===== config.mk =====
export PLATFORM = sky130hd
export DESIGN_NAME = sliding_window_average
export DESIGN_NICKNAME = d
export VERILOG_FILES = /design/src/sv/swa_pkg.sv /design/src/sv/sliding_window_average.sv /design/src/sv/swa_queue.sv /design/src/sv/swa_front.sv /design/src/sv/swa_back.sv
export SDC_FILE = /design/constraint.sdc
export NUM_CORES = 1
export LEC_CHECK = 0
export BUFFER_PORTS_ARGS = -buffer_cell sky130_fd_sc_hd__buf_2
export CELL_PAD_IN_SITES_DETAIL_PLACEMENT = 1
export CELL_PAD_IN_SITES_GLOBAL_PLACEMENT = 1
export CORE_MARGIN = 1
export CORE_UTILIZATION = 55
export CTS_CLUSTER_DIAMETER = 80
export DETAILED_ROUTE_END_ITERATION = 8
export PLACE_DENSITY_LB_ADDON = 0.1
export SLEW_MARGIN = 0
export SYNTH_ARGS = -nofsm -noshare
export SYNTH_HDL_FRONTEND = slang
export SYNTH_SLANG_ARGS = --single-unit

===== constraint.sdc =====
create_clock -name clk -period 6.6 [get_ports clk]
set_input_delay 1.32 -clock clk [delete_from_list [all_inputs] [get_ports clk]]
set_output_delay 1.32 -clock clk [all_outputs]
set_load 0.02 [all_outputs]

===== src/sv/swa_pkg.sv =====
// ----------------------------------------------------------------------------
// swa_pkg
// Shared constants and types for the sliding window average block.
// ----------------------------------------------------------------------------
package swa_pkg;

  // window store geometry
  localparam int WINDOW_MAX    = 64;
  localparam int SLOT_BITS     = $clog2(WINDOW_MAX);
  localparam int LEN_BITS      = SLOT_BITS + 1;

  // sample and result formats
  localparam int SAMPLE_BITS   = 16;
  localparam int FRACTION_BITS = 8;
  localparam int SUM_BITS      = SAMPLE_BITS + SLOT_BITS;
  localparam int AVG_BITS      = 24;

  // divider: magnitude of the scaled sum, one quotient bit per step
  localparam int NUM_BITS      = SUM_BITS + FRACTION_BITS;
  localparam int STEP_BITS     = $clog2(NUM_BITS);

  // configuration port
  localparam int ADDR_BITS     = 3;
  localparam int DATA_BITS     = 32;
  localparam logic REG_WINDOW_LENGTH = 1'b0;
  localparam logic [LEN_BITS-1:0] WINDOW_LENGTH_RESET = LEN_BITS'(4);

  // job passed from the front end to the divider
  typedef struct packed {
    logic signed [SUM_BITS-1:0] sum;
    logic [LEN_BITS-1:0]        len;
  } job_t;

endpackage


===== src/sv/sliding_window_average.sv =====
// ----------------------------------------------------------------------------
// sliding_window_average
// Boxcar moving average: the mean of the last window_length samples as
// signed fixed point with 8 fraction bits, truncated toward zero.
// ----------------------------------------------------------------------------
// Path of a sample that completes a window: front end (ring read, then sum
// update), job queue, divider load, divide steps, result register; a full
// queue or an unread result stalls it. The front end takes no new sample
// before the last has updated the sum; the radix-2 divider takes one job at a time.
// Reset: synchronous; clears sum, fill count, write slot and all queues and
// sets window_length to 4. No clearing pass; unwritten ring slots go unused.
module sliding_window_average
  import swa_pkg::*;
(
  input  logic                          clk,
  input  logic                          rst,
  input  logic                          psel,
  input  logic                          penable,
  input  logic                          pwrite,
  input  logic [ADDR_BITS-1:0]          paddr,
  input  logic [DATA_BITS-1:0]          pwdata,
  output logic [DATA_BITS-1:0]          prdata,
  output logic                          pready,
  input  logic                          push,
  output logic                          full,
  input  logic                          start_req,
  input  logic signed [SAMPLE_BITS-1:0] sample,
  output logic                          empty,
  input  logic                          pop,
  output logic signed [AVG_BITS-1:0]    average
);

  logic [LEN_BITS-1:0] window_length;
  logic [LEN_BITS-1:0] len_active;
  logic                cfg_write;
  logic                q_push;
  logic                q_pop;
  logic                q_full;
  logic                q_empty;
  job_t                q_wr_data;
  job_t                q_rd_data;

  // configuration port
  assign pready    = 1'b1;
  assign cfg_write = psel && penable && pwrite && pready
                     && (paddr[2] == REG_WINDOW_LENGTH);

  always_comb begin
    prdata = '0;
    if (paddr[2] == REG_WINDOW_LENGTH) begin
      prdata = DATA_BITS'(window_length);
    end
  end

  always_ff @(posedge clk) begin
    if (rst) begin
      window_length <= WINDOW_LENGTH_RESET;
    end else if (cfg_write) begin
      window_length <= pwdata[LEN_BITS-1:0];
    end
  end

  // clamp the register to a usable window
  always_comb begin
    len_active = window_length;
    if (window_length == '0) begin
      len_active = LEN_BITS'(1);
    end else if (window_length > LEN_BITS'(WINDOW_MAX)) begin
      len_active = LEN_BITS'(WINDOW_MAX);
    end
  end

  swa_front u_front (
    .clk       (clk),
    .rst       (rst),
    .clear     (cfg_write),
    .len       (len_active),
    .push      (push),
    .full      (full),
    .start_req (start_req),
    .sample    (sample),
    .q_full    (q_full),
    .q_push    (q_push),
    .q_data    (q_wr_data)
  );

  swa_queue u_queue (
    .clk     (clk),
    .rst     (rst),
    .push    (q_push),
    .wr_data (q_wr_data),
    .full    (q_full),
    .pop     (q_pop),
    .rd_data (q_rd_data),
    .empty   (q_empty)
  );

  swa_back u_back (
    .clk     (clk),
    .rst     (rst),
    .q_empty (q_empty),
    .q_data  (q_rd_data),
    .q_pop   (q_pop),
    .empty   (empty),
    .pop     (pop),
    .average (average)
  );

endmodule


===== src/sv/swa_queue.sv =====
// ----------------------------------------------------------------------------
// swa_queue
// Two-entry queue of divide jobs between the front end and the divider.
// ----------------------------------------------------------------------------
module swa_queue
  import swa_pkg::*;
(
  input  logic clk,
  input  logic rst,
  input  logic push,
  input  job_t wr_data,
  output logic full,
  input  logic pop,
  output job_t rd_data,
  output logic empty
);

  job_t entry [2];
  logic wr_ptr;
  logic rd_ptr;
  logic [1:0] count;

  assign full    = (count == 2'd2);
  assign empty   = (count == 2'd0);
  assign rd_data = entry[rd_ptr];

  // storage
  always_ff @(posedge clk) begin
    if (push) begin
      entry[wr_ptr] <= wr_data;
    end
  end

  // pointers and occupancy
  always_ff @(posedge clk) begin
    if (rst) begin
      wr_ptr <= 1'b0;
      rd_ptr <= 1'b0;
      count  <= 2'd0;
    end else begin
      if (push) begin
        wr_ptr <= ~wr_ptr;
      end
      if (pop) begin
        rd_ptr <= ~rd_ptr;
      end
      if (push && !pop) begin
        count <= count + 2'd1;
      end else if (pop && !push) begin
        count <= count - 2'd1;
      end
    end
  end

  a_no_push_when_full: assert property (@(posedge clk) disable iff (rst)
    push |-> !full) else $error("job pushed into full queue");
  a_no_pop_when_empty: assert property (@(posedge clk) disable iff (rst)
    pop |-> !empty) else $error("job popped from empty queue");
  a_count_bound: assert property (@(posedge clk) disable iff (rst)
    count <= 2'd2) else $error("queue occupancy out of range");

endmodule


===== src/sv/swa_front.sv =====
// ----------------------------------------------------------------------------
// swa_front
// Takes samples, keeps the ring of recent samples and the running sum, and
// hands a divide job to the queue once the window is full.
// ----------------------------------------------------------------------------
module swa_front
  import swa_pkg::*;
(
  input  logic                          clk,
  input  logic                          rst,
  input  logic                          clear,
  input  logic [LEN_BITS-1:0]           len,
  input  logic                          push,
  output logic                          full,
  input  logic                          start_req,
  input  logic signed [SAMPLE_BITS-1:0] sample,
  input  logic                          q_full,
  output logic                          q_push,
  output job_t                          q_data
);

  localparam logic ST_IDLE = 1'b0;
  localparam logic ST_CALC = 1'b1;

  logic state;
  logic signed [SAMPLE_BITS-1:0] mem [WINDOW_MAX];
  logic signed [SAMPLE_BITS-1:0] old_sample;
  logic signed [SAMPLE_BITS-1:0] smp;
  logic                          start;
  logic signed [SUM_BITS-1:0]    running_sum;
  logic [LEN_BITS-1:0]           fill_count;
  logic [SLOT_BITS-1:0]          write_slot;

  logic                          accept;
  logic [SLOT_BITS-1:0]          old_slot;
  logic [LEN_BITS-1:0]           fill_base;
  logic signed [SUM_BITS-1:0]    sum_base;
  logic                          drop;
  logic signed [SUM_BITS-1:0]    sum_next;
  logic [LEN_BITS-1:0]           fill_next;
  logic                          produce;
  logic                          done;

  assign full     = (state != ST_IDLE);
  assign accept   = push && !full;
  assign old_slot = write_slot - len[SLOT_BITS-1:0];

  // new window sum: a start flag begins from an empty window
  always_comb begin
    fill_base = start ? '0 : fill_count;
    sum_base  = start ? '0 : running_sum;
    drop      = (fill_base >= len);
    sum_next  = sum_base + SUM_BITS'(smp);
    if (drop) begin
      sum_next = sum_next - SUM_BITS'(old_sample);
    end
    fill_next = drop ? fill_base : fill_base + LEN_BITS'(1);
    produce   = (fill_next >= len);
  end

  // leave the calc state unless a job is waiting on a full queue
  assign done        = (state == ST_CALC) && !(produce && q_full);
  assign q_push      = (state == ST_CALC) && produce && !q_full;
  assign q_data.sum  = sum_next;
  assign q_data.len  = len;

  // ring store: oldest sample read on accept, new sample written on completion
  always_ff @(posedge clk) begin
    if (accept) begin
      old_sample <= mem[old_slot];
      smp        <= sample;
      start      <= start_req;
    end
    if (done) begin
      mem[write_slot] <= smp;
    end
  end

  // control and window state
  always_ff @(posedge clk) begin
    if (rst) begin
      state       <= ST_IDLE;
      running_sum <= '0;
      fill_count  <= '0;
      write_slot  <= '0;
    end else begin
      case (state)
        ST_IDLE: begin
          if (accept) begin
            state <= ST_CALC;
          end
        end
        ST_CALC: begin
          if (done) begin
            state       <= ST_IDLE;
            running_sum <= sum_next;
            fill_count  <= fill_next;
            write_slot  <= write_slot + SLOT_BITS'(1);
          end
        end
        default: begin
          state <= ST_IDLE;
        end
      endcase
      if (clear) begin
        running_sum <= '0;
        fill_count  <= '0;
      end
    end
  end

  a_fill_bound: assert property (@(posedge clk) disable iff (rst)
    fill_count <= len) else $error("fill count beyond window length");
  a_push_only_full_window: assert property (@(posedge clk) disable iff (rst)
    q_push |-> fill_next == len) else $error("job sent before window filled");
  a_calc_after_accept: assert property (@(posedge clk) disable iff (rst)
    accept |=> state == ST_CALC) else $error("accepted sample not processed");

endmodule


===== src/sv/swa_back.sv =====
// ----------------------------------------------------------------------------
// swa_back
// Radix-2 divider: scaled window sum over window length, truncated toward
// zero, with a one-entry result register towards the consumer.
// ----------------------------------------------------------------------------
module swa_back
  import swa_pkg::*;
(
  input  logic                       clk,
  input  logic                       rst,
  input  logic                       q_empty,
  input  job_t                       q_data,
  output logic                       q_pop,
  output logic                       empty,
  input  logic                       pop,
  output logic signed [AVG_BITS-1:0] average
);

  localparam logic [1:0] ST_IDLE = 2'd0;
  localparam logic [1:0] ST_DIV  = 2'd1;
  localparam logic [1:0] ST_DONE = 2'd2;

  logic [1:0]            state;
  logic                  neg;
  logic [NUM_BITS-1:0]   quo;
  logic [SLOT_BITS-1:0]  rem;
  logic [LEN_BITS-1:0]   len;
  logic [STEP_BITS-1:0]  step;
  logic                  out_valid;

  logic [SUM_BITS-1:0]   mag;
  logic [LEN_BITS-1:0]   trial;
  logic                  ge;
  logic [LEN_BITS-1:0]   diff;
  logic [AVG_BITS-1:0]   q_mag;
  logic [AVG_BITS-1:0]   result;
  logic                  out_free;

  assign q_pop    = (state == ST_IDLE) && !q_empty;
  assign empty    = !out_valid;
  assign out_free = !out_valid || pop;

  // operand magnitude and one restoring step
  always_comb begin
    mag    = q_data.sum[SUM_BITS-1] ? SUM_BITS'(0) - q_data.sum : q_data.sum;
    trial  = {rem, quo[NUM_BITS-1]};
    ge     = (trial >= len);
    diff   = trial - len;
    q_mag  = quo[AVG_BITS-1:0];
    result = neg ? AVG_BITS'(0) - q_mag : q_mag;
  end

  // divider datapath
  always_ff @(posedge clk) begin
    if (q_pop) begin
      neg  <= q_data.sum[SUM_BITS-1];
      quo  <= {mag, {FRACTION_BITS{1'b0}}};
      rem  <= '0;
      len  <= q_data.len;
      step <= STEP_BITS'(NUM_BITS - 1);
    end else if (state == ST_DIV) begin
      rem  <= ge ? diff[SLOT_BITS-1:0] : trial[SLOT_BITS-1:0];
      quo  <= {quo[NUM_BITS-2:0], ge};
      step <= step - STEP_BITS'(1);
    end
  end

  // result register
  always_ff @(posedge clk) begin
    if ((state == ST_DONE) && out_free) begin
      average <= $signed(result);
    end
  end

  // sequencing and result transfer
  always_ff @(posedge clk) begin
    if (rst) begin
      state     <= ST_IDLE;
      out_valid <= 1'b0;
    end else begin
      if (pop) begin
        out_valid <= 1'b0;
      end
      case (state)
        ST_IDLE: begin
          if (q_pop) begin
            state <= ST_DIV;
          end
        end
        ST_DIV: begin
          if (step == '0) begin
            state <= ST_DONE;
          end
        end
        ST_DONE: begin
          if (out_free) begin
            out_valid <= 1'b1;
            state     <= ST_IDLE;
          end
        end
        default: begin
          state <= ST_IDLE;
        end
      endcase
    end
  end

  a_rem_below_len: assert property (@(posedge clk) disable iff (rst)
    state == ST_DIV |-> rem < len) else $error("divider remainder out of range");
  a_job_starts_div: assert property (@(posedge clk) disable iff (rst)
    q_pop |=> state == ST_DIV) else $error("popped job not divided");
  a_no_overwrite: assert property (@(posedge clk) disable iff (rst)
    (out_valid && !pop) |=> out_valid && $stable(average))
    else $error("waiting result overwritten");

endmodule

After elaboration in Yosys (flattened, before gate mapping)
Memories as Yosys holds them, arrays and structs flattened. A register that Yosys moved wholly into a read port is not among the register bits.
Cells that the tools add are included.
- register bits: 140
- bits in latches: 0
- memory bits (writable): 1082
- ROM bits: 0
- input bits: 59
- output and inout bits: 59
- logic and storage cells: 105
- memories: 2
- $add $sub $neg: 11
- multiply operators: 0
- divide/modulo/power cells: 0
- order comparisons: 4
- eq/ne operators: 6
- shift-type cells: 0
- muxes and demuxes: 30
- bitwise gates (word level): 4
- reduce and logical (&&, ||, !) cells: 29
- memories (memory ; words ; bits a word ; read ports ; clocked after memory_dff ; write ports ; line ; RTL):
    u_front.mem ; 64 ; 16 ; 1 ; 1 ; 1 ; swa_front.sv:26 ; logic signed [SAMPLE_BITS-1:0] mem [WINDOW_MAX];
    u_queue.entry ; 2 ; 29 ; 1 ; 1 ; 1 ; swa_queue.sv:18 ; job_t entry [2];
- operator list (operator ; number):
    22-bit two-way mux ; 3
    30-bit two-way mux ; 2
    7-bit two-way mux ; 5
    24-bit two-way mux ; 1
    1-bit by 24-bit subtractor with 24-bit output, first input constant ; 1
    22-bit by 16-bit adder with 22-bit output ; 1
    1-bit by 22-bit subtractor with 22-bit output, first input constant ; 1
    22-bit by 16-bit subtractor with 22-bit output ; 1
    7-bit >= comparator ; 3
    1-bit logical AND ; 12
    6-bit subtractor ; 2
    1-bit two-way mux ; 11
    2-bit two-way mux ; 5
    7-bit by 1-bit adder with 7-bit output, second input constant ; 1
    7-bit > comparator, second input constant ; 1
    1-bit zero test ; 7
    7-bit zero test ; 1
    6-bit by 1-bit adder with 6-bit output, second input constant ; 1
    6-bit two-way mux ; 1
    2-bit one-hot mux with 3 select lines ; 1
    5-bit zero test ; 1
    5-bit by 1-bit subtractor with 5-bit output, second input constant ; 1
    2-bit equality test, second input constant ; 2
    2-bit zero test ; 2
    12 further kinds ; 17

Depth between registers and ports, before layout
Gate-level depths: netlist of the first run.
- depth in word-level cells: 12
- gate-level depth with buffers: 24

By module
Synthesis of the first run repeated with hierarchy kept, for this count alone.
- cell total of the unflattened synthesis: 2781
- area, all modules: 51476.9 µm²
- modules (own cells, without submodules) (module ; instances ; cells an instance ; area each (µm²)):
    swa_front ; 1 ; 2218 ; 44610.3
    swa_back ; 1 ; 376 ; 3923.8
    swa_queue ; 1 ; 112 ; 2297.2
    sliding_window_average ; 1 ; 75 ; 645.6

Worst setup path after synthesis of the first run
OpenSTA, ideal clock, no wires.
- path kind: reg-to-reg
- start point: register u_front.start
- end point: memory u_front.mem[27][0], enable pin
- data arrival time: 5516 ps
- data required time: 6170 ps
- slack: 654 ps
- cell stages (with the launch flop): 22
- buffers on the path: 6
- clock period less this slack: 5946 ps
- cells stage by stage: edfxtp_1 > clkbuf_1 > clkbuf_1 > nor2b_1 > ha_1 > nand2_1 > o21a_1 > o21ai_1 > buf_2 > buf_2 > nand2_1 > nand2_1 > ha_1 > a21o_1 > a21o_1 > a211oi_2 > o21bai_1 > a21oi_2 > o21ai_2 > buf_6 > clkbuf_1 > nor4_1
- word-level cells in the longest chain between the ends: 9
- elaborated cells on any way between the ends: 10
- those cells by class: add/sub (1); order compare (2); mux (4); reduce/logical (3)
- ends and longest elaborated chain (element ; line ; RTL):
    start, declared ; swa_front.sv:29 ; logic start;
    start signal, assigned ; swa_front.sv:72 ; start <= start_req;
    7-bit two-way mux * ; swa_front.sv:50 ; fill_base = start ? '0 : fill_count;
    7-bit by 1-bit adder with 7-bit output / 7-bit >= comparator (equally long branches) ; swa_front.sv:57, swa_front.sv:52 ;
    7-bit two-way mux * ; swa_front.sv:57 ; fill_next = drop ? fill_base : fill_base + LEN_BITS'(1);
    via u_front.fill_next[1] ; swa_front.sv:40 ; logic [LEN_BITS-1:0] fill_next;
    7-bit >= comparator * ; swa_front.sv:58 ; produce = (fill_next >= len);
    1-bit logical AND * ; swa_front.sv:62 ; assign done = (state == ST_CALC) && !(produce && q_full);
    1-bit zero test * ; swa_front.sv:62 ;
    1-bit logical AND * ; swa_front.sv:62 ;
    1-bit two-way mux * ; swa_front.sv:74 ; if (done) begin
    1-bit two-way mux (implied by the code) * ; swa_front.sv:75 ; mem[write_slot] <= smp;
    end, declared ; swa_front.sv:26 ;
The timed path passes the listed nets; every way through them passes the cells marked *.

Final worst setup path of the first run
- start point: register window_length[1]
- end point: memory u_front.mem[33][2], enable pin
- word-level cells in the longest chain between the ends: 11
- elaborated cells on any way between the ends: 12
- those cells by class: order compare (3); mux (5); reduce/logical (4)
- ends and longest elaborated chain (element ; line ; RTL):
    start, declared ; sliding_window_average.sv:33 ; logic [LEN_BITS-1:0] window_length;
    start signal, assigned ; sliding_window_average.sv:59 ; window_length <= pwdata[LEN_BITS-1:0];
    7-bit > comparator ; sliding_window_average.sv:68 ; end else if (window_length > LEN_BITS'(WINDOW_MAX)) begin
    7-bit two-way mux ; sliding_window_average.sv:68 ;
    7-bit two-way mux * ; sliding_window_average.sv:66 ; if (window_length == '0) begin
    via len_active[0] ; sliding_window_average.sv:34 ; logic [LEN_BITS-1:0] len_active;
    7-bit >= comparator ; swa_front.sv:52 ; drop = (fill_base >= len);
    7-bit two-way mux ; swa_front.sv:57 ;
    7-bit >= comparator * ; swa_front.sv:58 ;
    1-bit logical AND * ; swa_front.sv:62 ;
    1-bit zero test * ; swa_front.sv:62 ;
    1-bit logical AND * ; swa_front.sv:62 ;
    1-bit two-way mux * ; swa_front.sv:74 ;
    1-bit two-way mux (implied by the code) * ; swa_front.sv:75 ;
Marked as above.

==> impl_metrics.ini, run 1 <==
[logic_synthesis]
ys_seq_area_share_pct = 71.1
synth_flop_cell = edfxtp_1
synth.avg_cell_area_um2 = 18.5
netlist_top_cells_area = edfxtp_1 68%, mux4_2 14%, dfxtp_1 2.7%
ys_types = 64
synth_cells = 2780
async_flop_share_pct = 0
ys_seq_elements = 1239
synth_top_area_share_pct = 68.4
synth-edff-count = 1169
synth_warnings = 0
yosys-top-cells-count = 1,169 x edfxtp_1, 320 x mux4_2, 135 x nor2_1
yosysTopAreaCell = edfxtp_1
synthesis.area_um2 = 51400
yosys.cell_count.top_type = edfxtp_1

[sta]
drv_slew = 0
worst_pin_slew_ns = 1.09
finalHoldViolations = 0
period_share_pct = 89.0
clock_skew_ns = 0.0255
setup_viol = 0
slew_headroom_pct = 26.8
rsz0062_at_grt = no
period_needed_ns = 5.87
fin_tns_setup_ns = 0
fmax_mhz = 170

[critical_path]
crit_fanout = 12
crit_type = flop to flop
crit_end = u_front.mem[33][2]
cp-end-kind = flop
r2r-end = u_front.mem[33][2]
startpoint = window_length[1]
cp.arrival_ns = 6.29
cp.required_ns = 7.02
regToRegSetupSlack_ns = 0.73
r2r_start = window_length[1]
rr_worst_depth = 21
startpoint_type = flop

[die]
start_util_pct = 55.8
die_width_um = 308
core_um2 = 92100
die_area_um2 = 94600
die_y_um = 308
pin_count = 118
rows = 111

[power]
internal_power_mw = 15.6
power_frac_comb_pct = 26.2
switching_share_pct = 29.1
seqPwrFrac_pct = 42.6
p_clk_share_pct = 31.2
p_leak_nw = 19.1
powerDensity_nw_per_um2 = 381
switching_power_mw = 6.39
vdd.ir_drop.worst_mv = 0.249

[clock_network]
clock_latency_ns = 0.72
path_clk_slew_ns = 0.06
cts_tree = yes
cts_sinks = 1239
clock_path_buffers = 3
cts_post_setup_buffers_inserted = 0
cts_htree_levels = 3
root_buffer = clkbuf_16
cts_resized = 0
hold_buffers = 0
cts_buffers = 121

[flow_run]
max-cap-violations = 0

[global_route]
grt_start_max_net_pins = 78
grt_overflow = 0
grt_pass1_wl_mm = 183
grt_pass1_vias = 28100
grt_usage_pct = 26.6
antenna_found_initial = 2

[cells_and_area]
diodes = 0
fin_nets = 3082
fin_util_pct = 62.6
fin_cells = 4286
drive_above_1_share_pct = 24.6
syn_to_final_growth_pct = 12.3

[routing]
drc_errors = 0
ant_nets = 0
routed_wl_mm = 124
vias = 26600
drtIter0Drc = 2523
dr.pass1.iters = 5
via_per_inst = 6.20
wl_per_cell_um = 28.8

[place]
placed_cells = 4064
dp_hpwl_mm = 76.9
place_congestion = 0.809
port-buffer-count = 64

[min_path]
hold_path.class = flop to flop

[run_status]
status = completed
==> through the flow <==
| stage | hold slack, ns | instance area [um2] | worst slack, ns | power, mW |
|---|---|---|---|---|
| 4_1_cts | 0.465 | 57700 | 0.762 | 22.2 |
| 6_report | 0.464 | 57700 | 0.727 | 22.0 |
| 5_1_grt | 0.490 | 57700 | 0.443 | 22.8 |
| 3_3_place_gp | 0.440 | 53700 | 0.755 | 15.0 |
| 2_1_floorplan | 0.429 | 51400 | 0.654 | 13.6 |
| 3_5_place_dp | 0.452 | 53700 | 0.792 | 15.3 |
==> flip-flops by register name, summed over array words and instances (netlist names), 7 cells and up, named ones only <==
| register | cells |
|---|---|
| u_front.fill_count | 7 |
| u_front.old_sample | 16 |
| u_back.average | 24 |
| u_front.mem | 1024 |
| u_queue.entry | 58 |
| u_back.quo | 30 |
| window_length | 7 |
| u_back.len | 7 |
| u_front.running_sum | 22 |
| u_front.smp | 16 |
==> kinds of logic after synthesis <==
group | synth area share, %
flip-flops | 71.1
AND/OR/NAND/NOR | 4.33
multiplexers | 15.2
AO/OA/AOI/OAI | 3.44
buffers and inverters | 2.07
XOR/XNOR | 1.82
adder cells (fa/ha/maj) | 1.98
other | 0.0146
==> cell type report <==
cell class	count	area, um2
sequential	1239	36500
fill	7847	34400
inverter	60	225
multi-input combinational	1343	14100
timing repair buffer	179	1320
clock buffer	141	3200
clock inverter	81	733
tap	1243	1560
==> worst max-delay path, stage by stage (launching register included) <==
cell	delay, ns
dfxtp_1	0.33
nor3_1	0.20
a21oi_1	0.09
nor2_1	0.18
ha_1	0.26
nand2b_1	0.14
a21o_1	0.18
a21oi_1	0.16
o21a_1	0.18
o21a_1	0.37
xnor2_1	0.17
ha_1	0.31
nand2b_1	0.14
a21o_1	0.17
a21o_1	0.19
a211oi_2	0.35
o21bai_1	0.15
a21oi_2	0.28
o21ai_4	0.20
or3_1	0.67
nor2_1	0.61
buf_12	0.24
==> cell usage in the layout (no fill, tap or decap), types with 16 or more instances in the layout <==
cell and count:
mux2i_1 41, a211oi_1 23, ha_1 74, conb_1 26, buf_4 104, clkinv_2 25, edfxtp_1 1169, nand2b_1 18
clkbuf_16 125, xor2_1 33, mux2_2 19, nor3_2 17, o21ai_0 81, nor2b_1 56, a21o_1 22, dfxtp_1 69
buf_2 64, clkinv_1 33, mux4_2 320, inv_1 60, nor3_1 29, nand2_1 128, nor2_1 135, xnor2_1 69
a21oi_1 87, nor4_2 16
==> worst min-delay path by stage <==
| stage | slack, ns | from | cells after the start | endpoint |
|---|---|---|---|---|
| finish | 0.46 | u_front.running_sum[2] | 2 | u_front.running_sum[2] |
| detailed placement | 0.45 | u_front.running_sum[2] | 2 | u_front.running_sum[2] |
| global route | 0.49 | u_front.running_sum[8] | 2 | u_front.running_sum[8] |
| floorplan | 0.43 | u_back.rem[5] | 2 | u_back.rem[5] |
| CTS | 0.47 | u_front.running_sum[2] | 2 | u_front.running_sum[2] |
| global placement | 0.44 | u_front.running_sum[2] | 2 | u_front.running_sum[2] |
==> routing by layer <==
metal | global-route usage (%) | part of all wire [%] | up-vias
met5 | 0 | 0 | -
li1 | - | - | 11400
met2 | 43.5 | 49 | 944
met4 | 9.07 | 3.1 | 0
met1 | 37.4 | 42 | 14000
met3 | 3.63 | 6.0 | 190
==> power groups by stage <==
| stage | registers [mW] | clock network [mW] | logic [mW] |
|---|---|---|---|
| final | 9.37 | 6.86 | 5.75 |
| after global routing | 9.39 | 7.24 | 6.19 |
| after CTS | 9.36 | 6.98 | 5.81 |
| after detailed placement | 9.53 | 0 | 5.76 |
| after global placement | 9.50 | 0 | 5.54 |
| after floorplan | 9.52 | 0 | 4.07 |
Note: power is estimated with default switching activity, not from simulation.
==> run 2, diff against run 1 <==
--- a/config.mk
+++ b/config.mk
@@ -12,8 +12,9 @@
 export CORE_UTILIZATION = 55
 export CTS_CLUSTER_DIAMETER = 80
 export DETAILED_ROUTE_END_ITERATION = 8
+export MAX_ROUTING_LAYER = met4
 export PLACE_DENSITY_LB_ADDON = 0.1
-export SLEW_MARGIN = 0
+export SLEW_MARGIN = 25
 export SYNTH_ARGS = -nofsm -noshare
 export SYNTH_HDL_FRONTEND = slang
 export SYNTH_SLANG_ARGS = --single-unit
==> run 2 against run 1 <==
Effect of this change: clock power increased by 3.9%; sequential power about the same; first-iteration DRC count decreased by 5.2%; wire length decreased by 0.45%.
==> impl_metrics.ini, run 2 (synthesis results as in run 1) <==
[global_route]
antenna_found_initial = 0
grt_pass1_vias = 27900
grt_pass1_wl_mm = 183
grt_overflow = 0
grt_start_max_net_pins = 71
grt_usage_pct = 27.6

[die]
pin_count = 118
die_area_um2 = 94600
die_y_um = 308
die_width_um = 308
core_um2 = 92100
rows = 111
start_util_pct = 55.8

[power]
p_leak_nw = 19.2
powerDensity_nw_per_um2 = 384
vdd.ir_drop.worst_mv = 0.252

[critical_path]
cp_common_cell = a21o_1
regToRegSetupSlack_ns = 0.74
rr_worst_depth = 21
path_cells = nor3_1 > a21oi_1 > nor2_1 > ha_1 > nand2b_1 > a21o_1 > a21oi_1 > o21a_1 > o21a_1 > xnor2_1 > ha_1 > nand2b_1 > a21o_1 > a21o_1 > a211oi_2 > o21bai_1 > a21oi_2 > o21ai_4 > or3_1 > nor2_1 > buf_12
cp.required_ns = 7.04
cp.arrival_ns = 6.30
r2r_start = window_length[1]
slowest_stage = or3_1
crit_type = flop to flop
critPathMaxStageDelay_ns = 0.70
r2r-end = u_front.mem[33][2]
crit_fanout = 12
startpoint_type = flop
cp-end-kind = flop

[clock_network]
cts_sinks = 1239
path_clk_slew_ns = 0.06
hold_buffers = 0
cts_buffers = 130
cts_htree_levels = 4
root_buffer = clkbuf_16
clock_path_buffers = 3
cts_post_setup_buffers_inserted = 0
cts_tree = yes
clock_latency_ns = 0.75
cts_resized = 0

[sta]
period_share_pct = 88.8
slew_headroom_pct = 27.8
rsz0062_at_grt = no
clock_skew_ns = 0.0285
fin_tns_setup_ns = 0
fmax_mhz = 171
drv_slew = 0
setup_viol = 0
worst_pin_slew_ns = 1.08
finalHoldViolations = 0
period_needed_ns = 5.86

[routing]
via_per_inst = 6.17
routed_wl_mm = 123
ant_nets = 0
wl_per_cell_um = 28.6
vias = 26600
drtIter0Drc = 2391
dr.pass1.iters = 5
drc_errors = 0

[flow_run]
max-cap-violations = 0

[place]
dp_hpwl_mm = 76.8
port-buffer-count = 64
place_congestion = 0.831

[cells_and_area]
final_common_cell = edfxtp_1
regMostFlops = u_front.mem
final_cell_mix = 1,169 x edfxtp_1, 320 x mux4_2, 137 x clkbuf_16, 135 x nor2_1, 128 x nand2_1
fill_cells = 7817
fin_util_pct = 62.9
drive_above_1_share_pct = 25.0
fin_nets = 3095
syn_to_final_growth_pct = 12.8
top_regs = u_front.mem: 1024 flops, u_queue.entry: 58 flops, u_back.quo: 30 flops
largest_register_ffs = 1024

[min_path]
holdPathEnd = u_back.rem[5]
hold_path.startpoint = u_back.rem[5]
hold_depth = 2
hold_path.class = flop to flop

[run_status]
status = completed
## run 2: how the worst max path moves through the flow
stage                                 from            endpoint  slack (ns)
after floorplan              u_front.start  u_front.mem[27][0]        0.65
after global routing      window_length[1]  u_front.mem[33][8]        0.39
after global placement    window_length[1]  u_front.mem[33][4]        0.75
after detailed placement  window_length[1]  u_front.mem[33][6]        0.79
after CTS                 window_length[1]  u_front.mem[33][2]        0.74
final                     window_length[1]  u_front.mem[33][2]        0.74
## run 2: cell type report
type	instances	area, um2	share of cell area (%)
sequential	1239	36500	63.0
multi-input combinational	1343	14100	24.4
clock buffer	166	3570	6.16
tap	1243	1560	2.69
timing repair buffer	183	1340	2.31
clock inverter	68	581	1.00
inverter	60	225	0.389
antenna	2	5.00	0.00864
## run 2: critical path, delay by kind of cell (launching register included)
family / cells / cell delay [ns]
compound gates: 11 / 2.24
simple gates: 6 / 1.99
flops: 1 / 0.34
buf+inv: 1 / 0.25
xor+xnor: 1 / 0.22
fa+ha+maj: 2 / 0.52
## run 2: power by group
group / total [mW] / internal [mW] / switching [mW]
logic: 5.73 / 2.50 / 3.23
clock network: 7.13 / 4.17 / 2.96
registers: 9.36 / 9.15 / 0.215
## run 2: layer usage
| metal | global-route usage (%) | vias to the layer above | routed length, um |
|---|---|---|---|
| met2 | 43.3 | 902 | 60300 |
| met3 | 4.15 | 203 | 7270 |
| met5 | - | - | 0 |
| met1 | 37.5 | 14000 | 52100 |
| met4 | 8.89 | 0 | 3420 |
| li1 | - | 11400 | - |
## run 2: stage by stage
| step | area (um2) | std cells | hold WS [ns] | power (mW) | setup WS, ns |
|---|---|---|---|---|---|
| final | 57900 | 4304 | 0.477 | 22.2 | 0.739 |
| after detailed placement | 53800 | 4068 | 0.466 | 15.3 | 0.786 |
| after global placement | 53800 | 4068 | 0.441 | 15.1 | 0.748 |
| after CTS | 57900 | 4302 | 0.482 | 22.4 | 0.744 |
| after floorplan | 51400 | 2804 | 0.429 | 13.6 | 0.654 |
| after global routing | 57900 | 4302 | 0.513 | 23.1 | 0.394 |
==> run 3, diff against run 2 <==
==> constraint.sdc (replaced) <==
create_clock -name clk -period 5.7 [get_ports clk]
set_input_delay 1.14 -clock clk [delete_from_list [all_inputs] [get_ports clk]]
set_output_delay 1.14 -clock clk [all_outputs]
set_load 0.02 [all_outputs]
==> run 3 against run 2 <==
Effect of this change: sequential share of layout area fell by 0.16 points; cell count rose by 0.21%; critical path depth did not move.
==> impl_metrics.ini, run 3 (synthesis results as in run 1) <==
[run_status]
status = completed

[place]
placed_cells = 4085
dp_hpwl_mm = 78.5
port-buffer-count = 64
dpl_cell_area_um2 = 54000
dp_slack_ns = 0.308
place_congestion = 0.898

[die]
core_um2 = 92100
die_y_um = 308
die_width_um = 308
start_util_pct = 55.8
rows = 111
die_area_um2 = 94600
pin_count = 118

[critical_path]
critPathMaxStageDelay_ns = 0.43
cp_common_cell = a21oi_1
crit_fanout = 16
startpoint_type = flop
cp-end-kind = flop
cp.arrival_ns = 6.06
crit_type = flop to flop
r2r_start = u_front.start
cp.required_ns = 6.36
startpoint = u_front.start
slowest_stage = edfxtp_1
path_cells = buf_4 > nor2b_1 > ha_1 > inv_1 > fa_1 > nand2b_1 > a21oi_1 > o21ai_0 > o21bai_1 > a31oi_1 > xnor2_1 > ha_1 > and4_1 > and3_1 > a22o_1 > a21oi_1 > a21oi_1 > a31oi_1 > mux2_2 > xnor2_1 > o21a_1

[clock_network]
cts_htree_levels = 3
hold_buffers = 0
clock_path_buffers = 3
cts_resized = 0
cts_sinks = 1239
clock_latency_ns = 0.72
cts_post_setup_buffers_inserted = 0
path_clk_slew_ns = 0.07
cts_tree = yes
root_buffer = clkbuf_16
cts_buffers = 120

[cells_and_area]
diodes = 0
fin_nets = 3103
stdcell_area_um2 = 58100
largest_register_ffs = 1024
drive_above_1_share_pct = 25.4
syn_to_final_growth_pct = 13.1
top_regs = u_front.mem: 1024 flops, u_queue.entry: 58 flops, u_back.quo: 30 flops
fin_cells = 4313
regMostFlops = u_front.mem
fin_util_pct = 63.1
final_common_cell = edfxtp_1
fill_cells = 7802
final_cell_mix = 1,169 x edfxtp_1, 320 x mux4_2, 135 x nor2_1, 128 x nand2_1

[power]
p_leak_nw = 19.3
powerDensity_nw_per_um2 = 445
switching_power_mw = 7.52
p_clk_share_pct = 31.8
switching_share_pct = 29.1
seqPwrFrac_pct = 41.9
total_power_mw = 25.9
internal_power_mw = 18.3
power_frac_comb_pct = 26.3
vdd.ir_drop.worst_mv = 0.313

[routing]
dr.pass1.iters = 5
routed_wl_mm = 126
wl_per_cell_um = 29.2
drc_errors = 0
drtIter0Drc = 2614
via_per_inst = 6.20
vias = 26700
ant_nets = 0

[global_route]
antenna_found_initial = 4
grt_overflow = 0
grt_pass1_vias = 27800
grt_start_max_net_pins = 71
grt_pass1_wl_mm = 184
grt_usage_pct = 27.8

[sta]
worst_pin_slew_ns = 0.962
clock_skew_ns = 0.0262
fin_tns_setup_ns = 0
fmax_mhz = 185
finalHoldViolations = 0
finalWorstSetupSlack_ns = 0.298
rsz0062_at_grt = no
slew_headroom_pct = 35.9
setup_viol = 0
whs_ns = 0.463
period_needed_ns = 5.40
period_share_pct = 94.8
drv_slew = 0

[min_path]
hold_path.class = flop to flop
hold_path.startpoint = u_front.running_sum[8]

[flow_run]
max-cap-violations = 0
-- run 3: path summary, 6_finish.rpt --
path	endpoint	cells past startpoint	slack, ns
setup / recovery	u_front.running_sum[21]	21	0.30
hold / removal	u_front.running_sum[8]	2	0.46
setup reg to reg	u_front.running_sum[21]	21	0.30
hold reg to reg	u_front.running_sum[8]	2	0.46
-- run 3: power by group through the flow --
| stage | sequential (mW) | combinational, mW | clock [mW] |
|---|---|---|---|
| floorplan | 11.0 | 4.72 | 0 |
| global placement | 11.0 | 6.52 | 0 |
| detailed placement | 11.0 | 6.77 | 0 |
| CTS | 10.8 | 6.83 | 8.33 |
| global route | 10.9 | 7.29 | 8.63 |
| finish | 10.8 | 6.79 | 8.22 |
-- run 3: cell type report --
type	instances	area, um2	share of cell area, %
Inverter	60	225	0.388
Timing Repair Buffer	201	1550	2.67
Sequential cell	1239	36500	62.9
Tap cell	1243	1560	2.68
Clock inverter	78	872	1.50
Clock buffer	149	3200	5.52
Multi-Input combinational cell	1343	14200	24.4
-- run 3: per-layer routing --
layer / GRT usage [%] / wire (um) / share of wire (%)
met3: 3.78 / 7280 / 5.8
met5: - / 0 / 0
met1: 38.5 / 54100 / 43
met2: 43.6 / 60900 / 48
met4: 8.17 / 3680 / 2.9
-- run 3: worst max-delay path: cells and delay by family (launching register included) --
kind | cells | cell delay [ns]
AO/OA/AOI/OAI | 9 | 1.91
XOR/XNOR | 2 | 0.53
adder cells (fa/ha/maj) | 3 | 0.99
buffers and inverters | 2 | 0.31
flip-flops | 1 | 0.43
multiplexers | 1 | 0.38
AND/OR/NAND/NOR | 4 | 0.79
